File: config.mk
export PLATFORM = sky130hd
export DESIGN_NAME = char_lcd_4bit_sequencer_unit_flat
export DESIGN_NICKNAME = d
export VERILOG_FILES = /design/src/clcd_pkg.sv /design/src/clcd_req_if.sv /design/src/clcd_pin_if.sv /design/src/char_lcd_4bit_sequencer_unit.sv /design/src/clcd_front.sv /design/src/clcd_queue.sv /design/src/clcd_back.sv /design/src/flat_wrapper.sv
export SDC_FILE = /design/constraint.sdc
export NUM_CORES = 1
export LEC_CHECK = 0
export ABC_AREA = 1
export BUFFER_PORTS_ARGS = -buffer_cell sky130_fd_sc_hd__clkbuf_2
export CAP_MARGIN = 20
export CORE_MARGIN = 2
export CORE_UTILIZATION = 31
export CTS_BUF_LIST = sky130_fd_sc_hd__clkbuf_16
export DETAILED_ROUTE_END_ITERATION = 6
export SYNTH_ARGS = -nofsm -noshare
export SYNTH_HDL_FRONTEND = slang
export SYNTH_SLANG_ARGS = --single-unit
export TNS_END_PERCENT = 20
File: constraint.sdc
create_clock -name i_clk -period 3.8 [get_ports i_clk]
set_input_delay 0.38 -clock i_clk [delete_from_list [all_inputs] [get_ports i_clk]]
set_output_delay 0.38 -clock i_clk [all_outputs]
set_load 0.01 [all_outputs]
File: src/clcd_pkg.sv
// Shared types, constants and the power-up nibble table for the 4-bit LCD sequencer.
`default_nettype none

package clcd_pkg;

    // Request kinds
    typedef enum logic [1:0] {
        ACT_CMD    = 2'd0,
        ACT_DATA   = 2'd1,
        ACT_CURSOR = 2'd2,
        ACT_POWER  = 2'd3
    } t_action;

    // Sequencer states of the back end
    typedef enum logic [0:0] {
        ST_HEAD   = 1'b0,
        ST_NIBBLE = 1'b1
    } t_back_state;

    // Classified request as it travels through the queue
    typedef struct packed {
        logic       pwr;       // power-up sequence
        logic       rs;        // RS level for a byte request
        logic [7:0] byte_val;  // byte for a byte request
    } t_op;

    // One nibble of the power-up run
    typedef struct packed {
        logic [3:0] nibble;
        logic [2:0] extra;     // ms added to the settle hold
        logic       keep_rs;   // RS stays at its kept level
    } t_pwr_nib;

    // Cursor address composition
    localparam logic [7:0] CURSOR_CMD = 8'h80;
    localparam logic [7:0] ROW1_BASE  = 8'h40;
    localparam logic [4:0] MAX_COL    = 5'd15;

    // Hold times in ms
    localparam logic [5:0] HOLD_WAIT   = 6'd50;
    localparam logic [5:0] HOLD_PULSE  = 6'd1;
    localparam logic [5:0] HOLD_SETTLE = 6'd2;

    // Strobe phases of one nibble
    localparam logic [1:0] PH_SETUP  = 2'd0;
    localparam logic [1:0] PH_HIGH   = 2'd1;
    localparam logic [1:0] PH_SETTLE = 2'd2;

    // Final nibble index of each run kind
    localparam logic [3:0] BYTE_LAST_NIB = 4'd1;
    localparam logic [3:0] PWR_LAST_NIB  = 4'd11;

    // Power-up run after the initial wait: 3, 3, 3, 2, then 0x28, 0x0C, 0x01, 0x06
    function automatic t_pwr_nib pwr_nibble(input logic [3:0] idx);
        t_pwr_nib ent;
        ent = '{nibble: 4'h0, extra: 3'd0, keep_rs: 1'b0};
        case (idx)
            4'd0:  ent = '{nibble: 4'h3, extra: 3'd5, keep_rs: 1'b1};
            4'd1:  ent = '{nibble: 4'h3, extra: 3'd1, keep_rs: 1'b1};
            4'd2:  ent = '{nibble: 4'h3, extra: 3'd0, keep_rs: 1'b1};
            4'd3:  ent = '{nibble: 4'h2, extra: 3'd0, keep_rs: 1'b1};
            4'd4:  ent = '{nibble: 4'h2, extra: 3'd0, keep_rs: 1'b0};
            4'd5:  ent = '{nibble: 4'h8, extra: 3'd0, keep_rs: 1'b0};
            4'd6:  ent = '{nibble: 4'h0, extra: 3'd0, keep_rs: 1'b0};
            4'd7:  ent = '{nibble: 4'hC, extra: 3'd0, keep_rs: 1'b0};
            4'd8:  ent = '{nibble: 4'h0, extra: 3'd0, keep_rs: 1'b0};
            4'd9:  ent = '{nibble: 4'h1, extra: 3'd5, keep_rs: 1'b0};
            4'd10: ent = '{nibble: 4'h0, extra: 3'd0, keep_rs: 1'b0};
            4'd11: ent = '{nibble: 4'h6, extra: 3'd0, keep_rs: 1'b0};
            default: ent = '{nibble: 4'h0, extra: 3'd0, keep_rs: 1'b0};
        endcase
        return ent;
    endfunction

endpackage

`default_nettype wire

File: src/clcd_req_if.sv
// Request channel: valid/ready with the request fields.
`default_nettype none

interface clcd_req_if;
    logic       valid;
    logic       ready;
    logic [1:0] action;
    logic [7:0] value;
    logic [1:0] row;
    logic [4:0] col;

    modport source (output valid, output action, output value, output row, output col,
                    input ready);
    modport sink   (input valid, input action, input value, input row, input col,
                    output ready);
endinterface

`default_nettype wire

File: src/clcd_pin_if.sv
// Pin-state channel: valid/ready with one timed pin state per beat.
`default_nettype none

interface clcd_pin_if;
    logic       valid;
    logic       ready;
    logic       rs_level;
    logic       enable_level;
    logic [3:0] nibble;
    logic [5:0] hold_ms;
    logic       last;

    modport source (output valid, output rs_level, output enable_level, output nibble,
                    output hold_ms, output last, input ready);
    modport sink   (input valid, input rs_level, input enable_level, input nibble,
                    input hold_ms, input last, output ready);
endinterface

`default_nettype wire

File: src/char_lcd_4bit_sequencer_unit.sv
// Top level: 4-bit character LCD sequencer with front end, op queue and back end.
// A request passes the front-end register, the op queue and the back-end output register.
// The back-end sequencer issues one pin state per cycle while the pin channel is not
// stalled: two nibbles per byte request, a wait and twelve nibbles per power-up.
// The front end takes a new request every cycle while the op queue has room.
// Reset (synchronous, active low) empties the queue and clears kept RS and data pins.
`default_nettype none

module char_lcd_4bit_sequencer_unit #(
    parameter int QUEUE_DEPTH = 2
) (
    input  wire logic  i_clk,
    input  wire logic  i_rst_n,
    clcd_req_if.sink   i_req,
    clcd_pin_if.source o_pin
);

    clcd_pkg::t_op w_front_op;
    logic          w_front_valid;
    logic          w_queue_ready;
    clcd_pkg::t_op w_head_op;
    logic          w_head_valid;
    logic          w_head_pop;

    clcd_front u_front (
        .i_clk      (i_clk),
        .i_rst_n    (i_rst_n),
        .i_req      (i_req),
        .o_op       (w_front_op),
        .o_op_valid (w_front_valid),
        .i_op_ready (w_queue_ready)
    );

    clcd_queue #(
        .DEPTH (QUEUE_DEPTH)
    ) u_queue (
        .i_clk        (i_clk),
        .i_rst_n      (i_rst_n),
        .i_push_valid (w_front_valid),
        .o_push_ready (w_queue_ready),
        .i_push_op    (w_front_op),
        .o_pop_valid  (w_head_valid),
        .i_pop        (w_head_pop),
        .o_pop_op     (w_head_op)
    );

    clcd_back u_back (
        .i_clk      (i_clk),
        .i_rst_n    (i_rst_n),
        .i_op_valid (w_head_valid),
        .i_op       (w_head_op),
        .o_op_pop   (w_head_pop),
        .o_pin      (o_pin)
    );

endmodule

`default_nettype wire

File: src/clcd_front.sv
// Front end: takes request beats, classifies them into byte or power-up ops.
`default_nettype none

module clcd_front (
    input  wire logic         i_clk,
    input  wire logic         i_rst_n,
    clcd_req_if.sink          i_req,
    output clcd_pkg::t_op     o_op,
    output logic              o_op_valid,
    input  wire logic         i_op_ready
);

    logic          r_valid;
    clcd_pkg::t_op r_op;
    clcd_pkg::t_op n_op;
    logic          w_accept;
    logic          w_row1;
    logic [3:0]    w_col;
    logic [7:0]    w_addr_cmd;

    assign i_req.ready = !r_valid || i_op_ready;
    assign w_accept    = i_req.valid && i_req.ready;

    // Cursor clamp and address command
    always_comb begin
        w_row1     = (i_req.row != 2'd0);
        w_col      = (i_req.col > clcd_pkg::MAX_COL) ? clcd_pkg::MAX_COL[3:0]
                                                     : i_req.col[3:0];
        w_addr_cmd = clcd_pkg::CURSOR_CMD | (w_row1 ? clcd_pkg::ROW1_BASE : 8'h00)
                   | {4'h0, w_col};
    end

    // Classify
    always_comb begin
        n_op = '{pwr: 1'b0, rs: 1'b0, byte_val: i_req.value};
        case (clcd_pkg::t_action'(i_req.action))
            clcd_pkg::ACT_CMD:    n_op = '{pwr: 1'b0, rs: 1'b0, byte_val: i_req.value};
            clcd_pkg::ACT_DATA:   n_op = '{pwr: 1'b0, rs: 1'b1, byte_val: i_req.value};
            clcd_pkg::ACT_CURSOR: n_op = '{pwr: 1'b0, rs: 1'b0, byte_val: w_addr_cmd};
            clcd_pkg::ACT_POWER:  n_op = '{pwr: 1'b1, rs: 1'b0, byte_val: 8'h00};
            default:              n_op = '{pwr: 1'b0, rs: 1'b0, byte_val: i_req.value};
        endcase
    end

    // Holding register toward the queue
    always_ff @(posedge i_clk) begin
        if (!i_rst_n) begin
            r_valid <= 1'b0;
        end else if (w_accept) begin
            r_valid <= 1'b1;
        end else if (i_op_ready) begin
            r_valid <= 1'b0;
        end
    end

    always_ff @(posedge i_clk) begin
        if (w_accept) begin
            r_op <= n_op;
        end
    end

    assign o_op       = r_op;
    assign o_op_valid = r_valid;

endmodule

`default_nettype wire

File: src/clcd_queue.sv
// Short op queue between the front and back ends.
`default_nettype none

module clcd_queue #(
    parameter int DEPTH = 2
) (
    input  wire logic          i_clk,
    input  wire logic          i_rst_n,
    input  wire logic          i_push_valid,
    output logic               o_push_ready,
    input  wire clcd_pkg::t_op i_push_op,
    output logic               o_pop_valid,
    input  wire logic          i_pop,
    output clcd_pkg::t_op      o_pop_op
);

    localparam int PTR_W = $clog2(DEPTH);
    localparam int CNT_W = $clog2(DEPTH + 1);

    clcd_pkg::t_op    r_mem [DEPTH];
    logic [PTR_W-1:0] r_head;
    logic [PTR_W-1:0] r_tail;
    logic [CNT_W-1:0] r_count;
    logic             w_push;
    logic             w_pop;

    assign o_push_ready = (r_count != CNT_W'(DEPTH));
    assign o_pop_valid  = (r_count != '0);
    assign w_push       = i_push_valid && o_push_ready;
    assign w_pop        = i_pop && o_pop_valid;
    assign o_pop_op     = r_mem[r_head];

    // Pointers and fill count
    always_ff @(posedge i_clk) begin
        if (!i_rst_n) begin
            r_head  <= '0;
            r_tail  <= '0;
            r_count <= '0;
        end else begin
            if (w_push) begin
                r_tail <= (r_tail == PTR_W'(DEPTH - 1)) ? '0 : r_tail + 1'b1;
            end
            if (w_pop) begin
                r_head <= (r_head == PTR_W'(DEPTH - 1)) ? '0 : r_head + 1'b1;
            end
            if (w_push && !w_pop) begin
                r_count <= r_count + 1'b1;
            end else if (w_pop && !w_push) begin
                r_count <= r_count - 1'b1;
            end
        end
    end

    // Storage
    always_ff @(posedge i_clk) begin
        if (w_push) begin
            r_mem[r_tail] <= i_push_op;
        end
    end

`ifndef SYNTHESIS
    // Fill count never passes the depth
    a_count_bound: assert property (@(posedge i_clk) disable iff (!i_rst_n)
        r_count <= CNT_W'(DEPTH))
        else $error("queue count above depth");
`endif

endmodule

`default_nettype wire

File: src/clcd_back.sv
// Back end: expands each op into timed pin states, one beat per cycle while the pins are not stalled.
`default_nettype none

module clcd_back (
    input  wire logic          i_clk,
    input  wire logic          i_rst_n,
    input  wire logic          i_op_valid,
    input  wire clcd_pkg::t_op i_op,
    output logic               o_op_pop,
    clcd_pin_if.source         o_pin
);

    clcd_pkg::t_back_state r_state;
    clcd_pkg::t_back_state n_state;
    logic [3:0]            r_nib;
    logic [3:0]            n_nib;
    logic [1:0]            r_phase;
    logic [1:0]            n_phase;

    // Kept pin levels
    logic                  r_rs_pin;
    logic [3:0]            r_data_pins;

    // Output register
    logic                  r_out_valid;
    logic                  r_o_rs;
    logic                  r_o_e;
    logic [3:0]            r_o_nib;
    logic [5:0]            r_o_hold;
    logic                  r_o_last;

    logic                  w_emit;
    logic                  w_final;
    clcd_pkg::t_pwr_nib    w_ent;
    logic [2:0]            w_extra;
    logic                  st_rs;
    logic                  st_e;
    logic [3:0]            st_nib;
    logic [5:0]            st_hold;
    logic                  st_last;

    assign w_emit = i_op_valid && (!r_out_valid || o_pin.ready);
    assign w_ent  = clcd_pkg::pwr_nibble(r_nib);

    // State register
    always_ff @(posedge i_clk) begin
        if (!i_rst_n) begin
            r_state <= clcd_pkg::ST_HEAD;
            r_nib   <= '0;
            r_phase <= clcd_pkg::PH_SETUP;
        end else begin
            r_state <= n_state;
            r_nib   <= n_nib;
            r_phase <= n_phase;
        end
    end

    // Next state and the pin state of this cycle
    always_comb begin
        n_state = r_state;
        n_nib   = r_nib;
        n_phase = r_phase;
        w_final = i_op.pwr ? (r_nib == clcd_pkg::PWR_LAST_NIB)
                           : (r_nib == clcd_pkg::BYTE_LAST_NIB);
        w_extra = i_op.pwr ? w_ent.extra : 3'd0;
        st_rs   = i_op.rs;
        st_e    = 1'b0;
        st_nib  = i_op.byte_val[7:4];
        st_hold = clcd_pkg::HOLD_PULSE;
        st_last = 1'b0;
        case (r_state)
            clcd_pkg::ST_HEAD: begin
                if (i_op.pwr) begin
                    // Initial wait shows the kept levels
                    st_rs   = r_rs_pin;
                    st_nib  = r_data_pins;
                    st_hold = clcd_pkg::HOLD_WAIT;
                    if (w_emit) begin
                        n_state = clcd_pkg::ST_NIBBLE;
                        n_nib   = '0;
                        n_phase = clcd_pkg::PH_SETUP;
                    end
                end else begin
                    // High nibble setup phase
                    st_rs  = i_op.rs;
                    st_nib = i_op.byte_val[7:4];
                    if (w_emit) begin
                        n_state = clcd_pkg::ST_NIBBLE;
                        n_nib   = '0;
                        n_phase = clcd_pkg::PH_HIGH;
                    end
                end
            end
            clcd_pkg::ST_NIBBLE: begin
                if (i_op.pwr) begin
                    st_rs  = w_ent.keep_rs ? r_rs_pin : 1'b0;
                    st_nib = w_ent.nibble;
                end else begin
                    st_rs  = i_op.rs;
                    st_nib = r_nib[0] ? i_op.byte_val[3:0] : i_op.byte_val[7:4];
                end
                st_e    = (r_phase == clcd_pkg::PH_HIGH);
                st_hold = (r_phase == clcd_pkg::PH_SETTLE)
                        ? clcd_pkg::HOLD_SETTLE + {3'b000, w_extra}
                        : clcd_pkg::HOLD_PULSE;
                st_last = (r_phase == clcd_pkg::PH_SETTLE) && w_final;
                if (w_emit) begin
                    if (r_phase == clcd_pkg::PH_SETTLE) begin
                        n_phase = clcd_pkg::PH_SETUP;
                        if (w_final) begin
                            n_state = clcd_pkg::ST_HEAD;
                            n_nib   = '0;
                        end else begin
                            n_nib = r_nib + 1'b1;
                        end
                    end else begin
                        n_phase = r_phase + 1'b1;
                    end
                end
            end
            default: begin
                n_state = clcd_pkg::ST_HEAD;
                n_nib   = '0;
                n_phase = clcd_pkg::PH_SETUP;
            end
        endcase
    end

    assign o_op_pop = w_emit && st_last;

    // Kept pin levels follow every emitted beat
    always_ff @(posedge i_clk) begin
        if (!i_rst_n) begin
            r_rs_pin    <= 1'b0;
            r_data_pins <= 4'h0;
        end else if (w_emit) begin
            r_rs_pin    <= st_rs;
            r_data_pins <= st_nib;
        end
    end

    // Output register
    always_ff @(posedge i_clk) begin
        if (!i_rst_n) begin
            r_out_valid <= 1'b0;
        end else if (w_emit) begin
            r_out_valid <= 1'b1;
        end else if (o_pin.ready) begin
            r_out_valid <= 1'b0;
        end
    end

    always_ff @(posedge i_clk) begin
        if (w_emit) begin
            r_o_rs   <= st_rs;
            r_o_e    <= st_e;
            r_o_nib  <= st_nib;
            r_o_hold <= st_hold;
            r_o_last <= st_last;
        end
    end

    assign o_pin.valid        = r_out_valid;
    assign o_pin.rs_level     = r_o_rs;
    assign o_pin.enable_level = r_o_e;
    assign o_pin.nibble       = r_o_nib;
    assign o_pin.hold_ms      = r_o_hold;
    assign o_pin.last         = r_o_last;

`ifndef SYNTHESIS
    // A run starts with cleared counters
    a_head_clear: assert property (@(posedge i_clk) disable iff (!i_rst_n)
        (r_state == clcd_pkg::ST_HEAD) |-> (r_nib == '0 && r_phase == clcd_pkg::PH_SETUP))
        else $error("sequencer counters not cleared at run start");

    // The strobe is high only for a 1 ms beat
    a_strobe_hold: assert property (@(posedge i_clk) disable iff (!i_rst_n)
        (r_out_valid && r_o_e) |-> (r_o_hold == clcd_pkg::HOLD_PULSE && !r_o_last))
        else $error("strobe beat with wrong hold or marked last");

    // The head op leaves the queue only on a final settle beat
    a_pop_last: assert property (@(posedge i_clk) disable iff (!i_rst_n)
        o_op_pop |=> (r_out_valid && r_o_last && !r_o_e))
        else $error("op popped without a final beat");
`endif

endmodule

`default_nettype wire
File: src/flat_wrapper.sv
// flat-port wrapper written by rule: the top's interface ports become plain ports
module char_lcd_4bit_sequencer_unit_flat 
#(
    parameter int QUEUE_DEPTH = 2
)
  (i_clk, i_rst_n, i_req_valid, i_req_action, i_req_value, i_req_row, i_req_col, i_req_ready, o_pin_valid, o_pin_rs_level, o_pin_enable_level, o_pin_nibble, o_pin_hold_ms, o_pin_last, o_pin_ready);
  clcd_req_if i_req_i ();
  clcd_pin_if o_pin_i ();
  input  wire logic i_clk;
  input  wire logic i_rst_n;
  input wire logic [$bits(i_req_i.valid)-1:0] i_req_valid;
  input wire logic [$bits(i_req_i.action)-1:0] i_req_action;
  input wire logic [$bits(i_req_i.value)-1:0] i_req_value;
  input wire logic [$bits(i_req_i.row)-1:0] i_req_row;
  input wire logic [$bits(i_req_i.col)-1:0] i_req_col;
  output wire logic [$bits(i_req_i.ready)-1:0] i_req_ready;
  output wire logic [$bits(o_pin_i.valid)-1:0] o_pin_valid;
  output wire logic [$bits(o_pin_i.rs_level)-1:0] o_pin_rs_level;
  output wire logic [$bits(o_pin_i.enable_level)-1:0] o_pin_enable_level;
  output wire logic [$bits(o_pin_i.nibble)-1:0] o_pin_nibble;
  output wire logic [$bits(o_pin_i.hold_ms)-1:0] o_pin_hold_ms;
  output wire logic [$bits(o_pin_i.last)-1:0] o_pin_last;
  input wire logic [$bits(o_pin_i.ready)-1:0] o_pin_ready;
  assign i_req_i.valid = i_req_valid;
  assign i_req_i.action = i_req_action;
  assign i_req_i.value = i_req_value;
  assign i_req_i.row = i_req_row;
  assign i_req_i.col = i_req_col;
  assign i_req_ready = i_req_i.ready;
  assign o_pin_valid = o_pin_i.valid;
  assign o_pin_rs_level = o_pin_i.rs_level;
  assign o_pin_enable_level = o_pin_i.enable_level;
  assign o_pin_nibble = o_pin_i.nibble;
  assign o_pin_hold_ms = o_pin_i.hold_ms;
  assign o_pin_last = o_pin_i.last;
  assign o_pin_i.ready = o_pin_ready;
  char_lcd_4bit_sequencer_unit #(.QUEUE_DEPTH(QUEUE_DEPTH)) u_core (.i_clk(i_clk), .i_rst_n(i_rst_n), .i_req(i_req_i), .o_pin(o_pin_i));
endmodule
==> results of run 1 <==
[Yosys cell counts (all sizes together)]
| cell type | n |
|---|---|
| nor2 | 49 |
| nand2 | 45 |
| inv | 44 |
| edfxtp | 41 |
| o21ai | 38 |
| dfxtp | 26 |
| nand3 | 14 |
| a21oi | 12 |
| buf | 6 |
| o22ai | 4 |
| clkbuf | 3 |
| ha | 2 |
| nand4 | 2 |
| nor3 | 2 |
| o211ai | 2 |
| a221oi | 1 |
| a31oi | 1 |
| conb | 1 |
| o31ai | 1 |
| xor2 | 1 |
[stage by stage]
stage / utilization / std cells
floorplan: - / 295
global route: 0.378 / 447
detailed placement: 0.344 / 431
finish: 0.378 / 447
global placement: 0.344 / 431
CTS: 0.378 / 447
[layer usage]
layer	wire, um	track usage	part of all wire	up-vias
met5	0	0	0	-
met4	78	0.0374	0.014	0
met3	310	0.0437	0.057	7
met2	2470	0.182	0.45	68
met1	2580	0.148	0.47	900
li1	-	-	-	1043
[worst paths after layout]
check,startpoint,endpoint,slack (ns),depth (start not counted)
worst min-delay path,i_req_valid,u_core.u_front.o_op_valid,0.35,3
worst max-delay path,register,u_core.u_queue.r_count[1],1.64,12
worst max register to register,register,u_core.u_queue.r_count[1],1.64,12
worst min register to register,u_core.u_front.o_op[0],u_core.u_queue.r_mem[1][0],0.45,0
[kinds of logic after synthesis]
logic type               synth area share
other                             0.00129
AND/OR/NAND/NOR                     0.197
buffers and inverters              0.0777
flip-flops                          0.601
XOR/XNOR                          0.00301
AO/OA/AOI/OAI                       0.111
adder cells (fa/ha/maj)           0.00859
[worst min-delay path, stage by stage]
cell	delay (ns)
clkbuf_2	0.08
nand2_1	0.10
a21oi_1	0.07
[power by group through the flow]
stage / logic [uW] / registers [uW] / clock network [uW]
after floorplan: 116 / 870 / 0
after global placement: 160 / 872 / 0
after detailed placement: 166 / 873 / 0
after CTS: 167 / 859 / 883
after global routing: 187 / 864 / 925
final: 165 / 858 / 865
[cell type report]
type,count,area [sq um],share of cell area
timing repair buffer,34,170,0.0489
tap,111,139,0.0399
clock buffer,9,225,0.0647
inverter,44,165,0.0475
multi-input combinational,175,935,0.269
clock inverter,7,92.6,0.0266
sequential,67,1750,0.504
[registers in the layout, indices dropped and copies added (netlist names), 2 cells and up, named ones only]
register / cells
u_core.u_back.r_data_pins: 4
u_core.u_back.o_pin.nibble: 4
u_core.u_back.r_phase: 2
u_core.u_back.o_pin.hold_ms: 4
u_core.u_queue.r_mem: 20
u_core.u_queue.r_count: 2
u_core.u_back.w_ent: 7
u_core.u_front.o_op: 10
u_core.u_back.r_nib: 4
==> impl_results.md, run 1 <==
* Worst-path clk slew at 0.06 ns
* Req. time, crit path at 4.01 ns
* Worst-Margin Slew at 0.876 ns
* PD cells at 543 nW/um^2
* Largest area contributor in the netlist: edfxtp_1
* Synth cell types at 32
* Period minus WS final at 2.16 ns
* Congestion Overflow GR at 0
* Nets at 354
* RSZ-0062 raised after global routing: no
* CTS Sinks at 67
* Crit path kind: register to register
* NetSw at 432 uW
* Internal at 1460 uW
* Overall power at 1890 uW
* Vias per cell at 4.51
* Num CTS Buffers at 9
* Worst vdd ir at 0.248 mV
* I/O pin cnt at 36
* Highest-count cells in the layout ignoring fill and taps: 43 x nor2_1, 41 x edfxtp_1, 39 x inv_1, 34 x clkbuf_2, 33 x nand2_1
* Largest net degree at the start of global routing at 23
* Ys Warns at 0
* Clock network power share at 0.458
* Worst min path class: input port to register
* Hold Slack at 0.347 ns
* GRT Util Overall at 0.116
* Crit path max-delay family: simple AND/OR/NAND/NOR gates
* First-pass GRT wire length at 9060 um
* Cts hold-fix bufs at 0
* Switch share at 0.229
* Setup TNS at 0 ns
* Final ANT Viol Nets at 0
* Setup violators final at 0
* Sequential fraction of the synthesis area at 0.601
* Deepest clock path buffer count at 2
* Share of the synthesized area in the top cell type at 0.423
* CP endpoint kind: register
* Mapped Nets at 318
* Worst-path cell chain: inv_2 > nand2_4 > nand3_1 > nand2_2 > nand2_4 > nor2_4 > nand2_2 > ha_1 > a21oi_1 > o21ai_0 > o21ai_0 > a21oi_1
* Outcome: completed
* DP Area at 3160 sq um
* Mapped Cells at 295
* Final Cycle Share at 0.569
* Die width at 101 um
* Ranking of synthesized cells by area: edfxtp_1 42%, dfxtp_1 18%, nor2_1 5.5%
* Slowest stage delay, CP at 0.53 ns
* Routed len/inst at 12.2 um
* Post-route cell area at 3480 sq um
* CTS tree: done
* Core area at 9200 sq um
* GP Congestion at 0.793
* # resized after CTS at 0
* Max Slew Vio Count at 0
* DRT Pass-1 Iters at 4
* Max-cap violations at 0
* Critical path startpoint category: register
* Syn Std Cell Area at 2910 sq um
* WP buf/inv at 1
* Max Freq at 463 MHz
* Fraction of layout cells with a size suffix above 1 at 0.241
* Commonest non-fill, non-tap cell in the layout: nor2_1
* Setup Skew at 0.00418 ns
* Fin. Hold Viols at 0
* DR iter-0 viols at 102
* Clk root buf: clkbuf_16
* Cell Rows at 35
* Antenna Cells at 0
* Synthesized flop and latch total at 67
* DP Worst Slack at 1.64 ns
* Crit path DAT at 2.37 ns
* Seq pwr share at 0.455
* Critical Path Slowest Stage Cell: dfxtp_1
* Post-CTS Setup Inserts at 0
* Initial antenna violation count at 0
* Die area at 10200 sq um
* DR DRC count at 0
* Detailed Place HPWL at 4010 um
* Fillers at 930
* Die Y at 101 um
* Worst skew pair latency at 0.33 ns
* Lkg Pwr at 0.00147 uW
* Final WS setup at 1.64 ns
* Combinational share of power at 0.087
* Initial Util at 0.317
* Area delta synth->final at 19.4%
* Avg Synthesized Cell Area at 9.87 sq um
* Vias in the first global route at 1918
* Worst Path Max Fanout at 11
* Slew headroom at 0.414
* Drt total wl at 5440 um
* H-tree depth at 3
* Port bufs at 34
* Total number of vias at 2018
(Power assumes the default switching activity.)
==> inputs of run 2 (changes only) <==
- clock period: 3.8 -> 1.8 ns (I/O delays scaled with it)
==> run 2 against run 1 <==
Register-to-register slack worse by 1.5 ns. Non-clock buffer count is 15 higher. Via count is 4.2% higher. Wire length is 5.7% higher. Combinational power is 140% higher. Sequential cell count stayed put. Clock skew hardly changed. Worst hold slack worse by 0.22 ns. Critical path depth is 3 lower. First-iteration DRC count is 37% lower. Total power is 120% higher. Sequential share of layout area is 2.2 points lower. Largest cell class unchanged.
==> impl_results.md, run 2 (synthesis results as in run 1) <==
* Initial antenna violation count at 0
* Req. time, crit path at 2.01 ns
* Max FFs per register at 20
* Critical Path Slowest Stage Cell: dfxtp_1
* Setup violators final at 0
* Fin. Hold Viols at 0
* Num CTS Buffers at 9
* Worst vdd ir at 0.438 mV
* Detailed Place HPWL at 4250 um
* Post-CTS Setup Inserts at 0
* Die area at 10200 sq um
* Nets at 369
* Reg with most FFs: u_core.u_queue.r_mem
* Vias in the first global route at 1951
* R2R depth at 9
* Final ANT Viol Nets at 0
* Core area at 9200 sq um
* Cts hold-fix bufs at 0
* Deepest clock path buffer count at 2
* Initial Util at 0.317
* Hold path cells at 3
* Worst-Margin Slew at 0.920 ns
* Hold Crit Endpoint: u_core.u_front.o_op[4]
* DRT Pass-1 Iters at 4
* CTS tree: done
* Largest net degree at the start of global routing at 14
* Routed len/inst at 12.4 um
* Max-cap violations at 0
* Crit path DAT at 1.84 ns
* R2R Setup Slk at 0.16 ns
* Critical path startpoint category: register
* Max Freq at 611 MHz
* Highest-count cells in the layout ignoring fill and taps: 43 x nor2_1, 41 x edfxtp_1, 39 x inv_1, 34 x clkbuf_2, 33 x nand2_1
* Worst min path class: input port to register
* Period minus WS final at 1.64 ns
* GP Congestion at 0.897
* Reg2reg end: u_core.u_back.w_ent[5]
* Cell mode on critical path: nand2_1
* Post-Place Cells at 446
* I/O pin cnt at 36
* Worst-path clk slew at 0.06 ns
* Drt total wl at 5750 um
* Outcome: completed
* Setup TNS at 0 ns
* Total number of vias at 2102
* PD cells at 1160 nW/um^2
* Antenna Cells at 0
* Hold Crit Start: i_req_value[4]
* Vias per cell at 4.55
* GRT Util Overall at 0.124
* Die width at 101 um
* DR DRC count at 0
* Die Y at 101 um
* Worst-path cell chain: nor2_2 > nor2_4 > nand2_1 > nor2_1 > nand3_2 > nand2_1 > nand2_1 > nand3_1 > nand3_1
* Hold Slack at 0.127 ns
* Worst skew pair latency at 0.33 ns
* Reg-to-Reg Start: u_core.u_queue.r_count[1]
* CTS Sinks at 67
* Commonest non-fill, non-tap cell in the layout: nor2_1
* Max Slew Vio Count at 0
* WP buf/inv at 0
* Clk root buf: clkbuf_16
* CP endpoint kind: register
* Final std cells w/o fill at 462
* DR iter-0 viols at 64
* Congestion Overflow GR at 0
* Final Cycle Share at 0.909
* Lkg Pwr at 0.00157 uW
* First-pass GRT wire length at 9380 um
* Area delta synth->final at 25.1%
* Worst Path Max Fanout at 7
* Slew headroom at 0.384
* H-tree depth at 3
* Cell Rows at 35
* Fraction of layout cells with a size suffix above 1 at 0.282
* Port bufs at 34
* Setup Skew at 0.00399 ns
* Slowest stage delay, CP at 0.39 ns
* Crit path kind: register to register
* Crit path max-delay family: simple AND/OR/NAND/NOR gates
run 2: cell types whose count changed in the layout (fill, tap and decap cells not counted), moves of 2 or more:
cell	before	now
inv_6	0	2
o21ai_0	27	24
buf_4	0	15
o21ai_1	9	12
run 2: per-stage QoR:
| stage | setup WS [ns] | utilization | power (uW) | area [sq um] |
|---|---|---|---|---|
| floorplan | 0.0439 | - | 2080 | 2910 |
| global placement | 0.0655 | 0.356 | 2210 | 3270 |
| detailed placement | 0.0140 | 0.356 | 2220 | 3270 |
| CTS | 0.0233 | 0.394 | 4280 | 3620 |
| global route | -0.00622 | 0.396 | 4400 | 3640 |
| finish | 0.164 | 0.396 | 4240 | 3640 |
run 2: final cells by class:
cell class / count / area (sq um)
Clock buffer: 9 / 225
Clock inverter: 7 / 124
Fill cell: 906 / 5550
Inverter: 44 / 165
Multi-Input combinational cell: 175 / 955
Sequential cell: 67 / 1750
Tap cell: 111 / 139
Timing Repair Buffer: 49 / 283
run 2: power breakdown:
group	internal [uW]	switching (uW)
logic	144	253
registers	1750	41.8
clock network	1360	682
total	3260	976
run 2: routing by layer:
layer	track usage	wire, um	up-vias
li1	-	-	1077
met1	0.151	2640	952
met2	0.193	2680	63
met3	0.0347	279	10
met4	0.0759	145	0
met5	0	0	-
run 2: worst max path at each step:
stage	slack [ns]	end	cells past startpoint	from
after floorplan	0.04	u_core.u_queue.r_count[1]	13	register
after global placement	0.07	u_core.u_queue.r_count[1]	12	register
after detailed placement	0.01	u_core.u_queue.r_count[1]	12	register
after CTS	0.02	u_core.u_queue.r_count[1]	11	u_core.u_queue.r_mem[1][9]
after global routing	-0.006	u_core.u_back.w_ent[5]	9	u_core.u_queue.r_count[0]
final	0.16	u_core.u_back.w_ent[5]	9	u_core.u_queue.r_count[1]
run 2: worst register-to-register path, cell delays in order, from the launching register on:
cell and delay, ns:
dfxtp_1 0.39, nor2_2 0.09, nor2_4 0.21, nand2_1 0.15, nor2_1 0.14, nand3_2 0.13, nand2_1 0.12, nand2_1 0.10
nand3_1 0.08, nand3_1 0.10
run 2: repair_timing:
item	CTS	global route
resized for setup	1	5
pin swaps	0	1
endpoints found under the setup margin	1	13
hold endpoints to repair	0	0
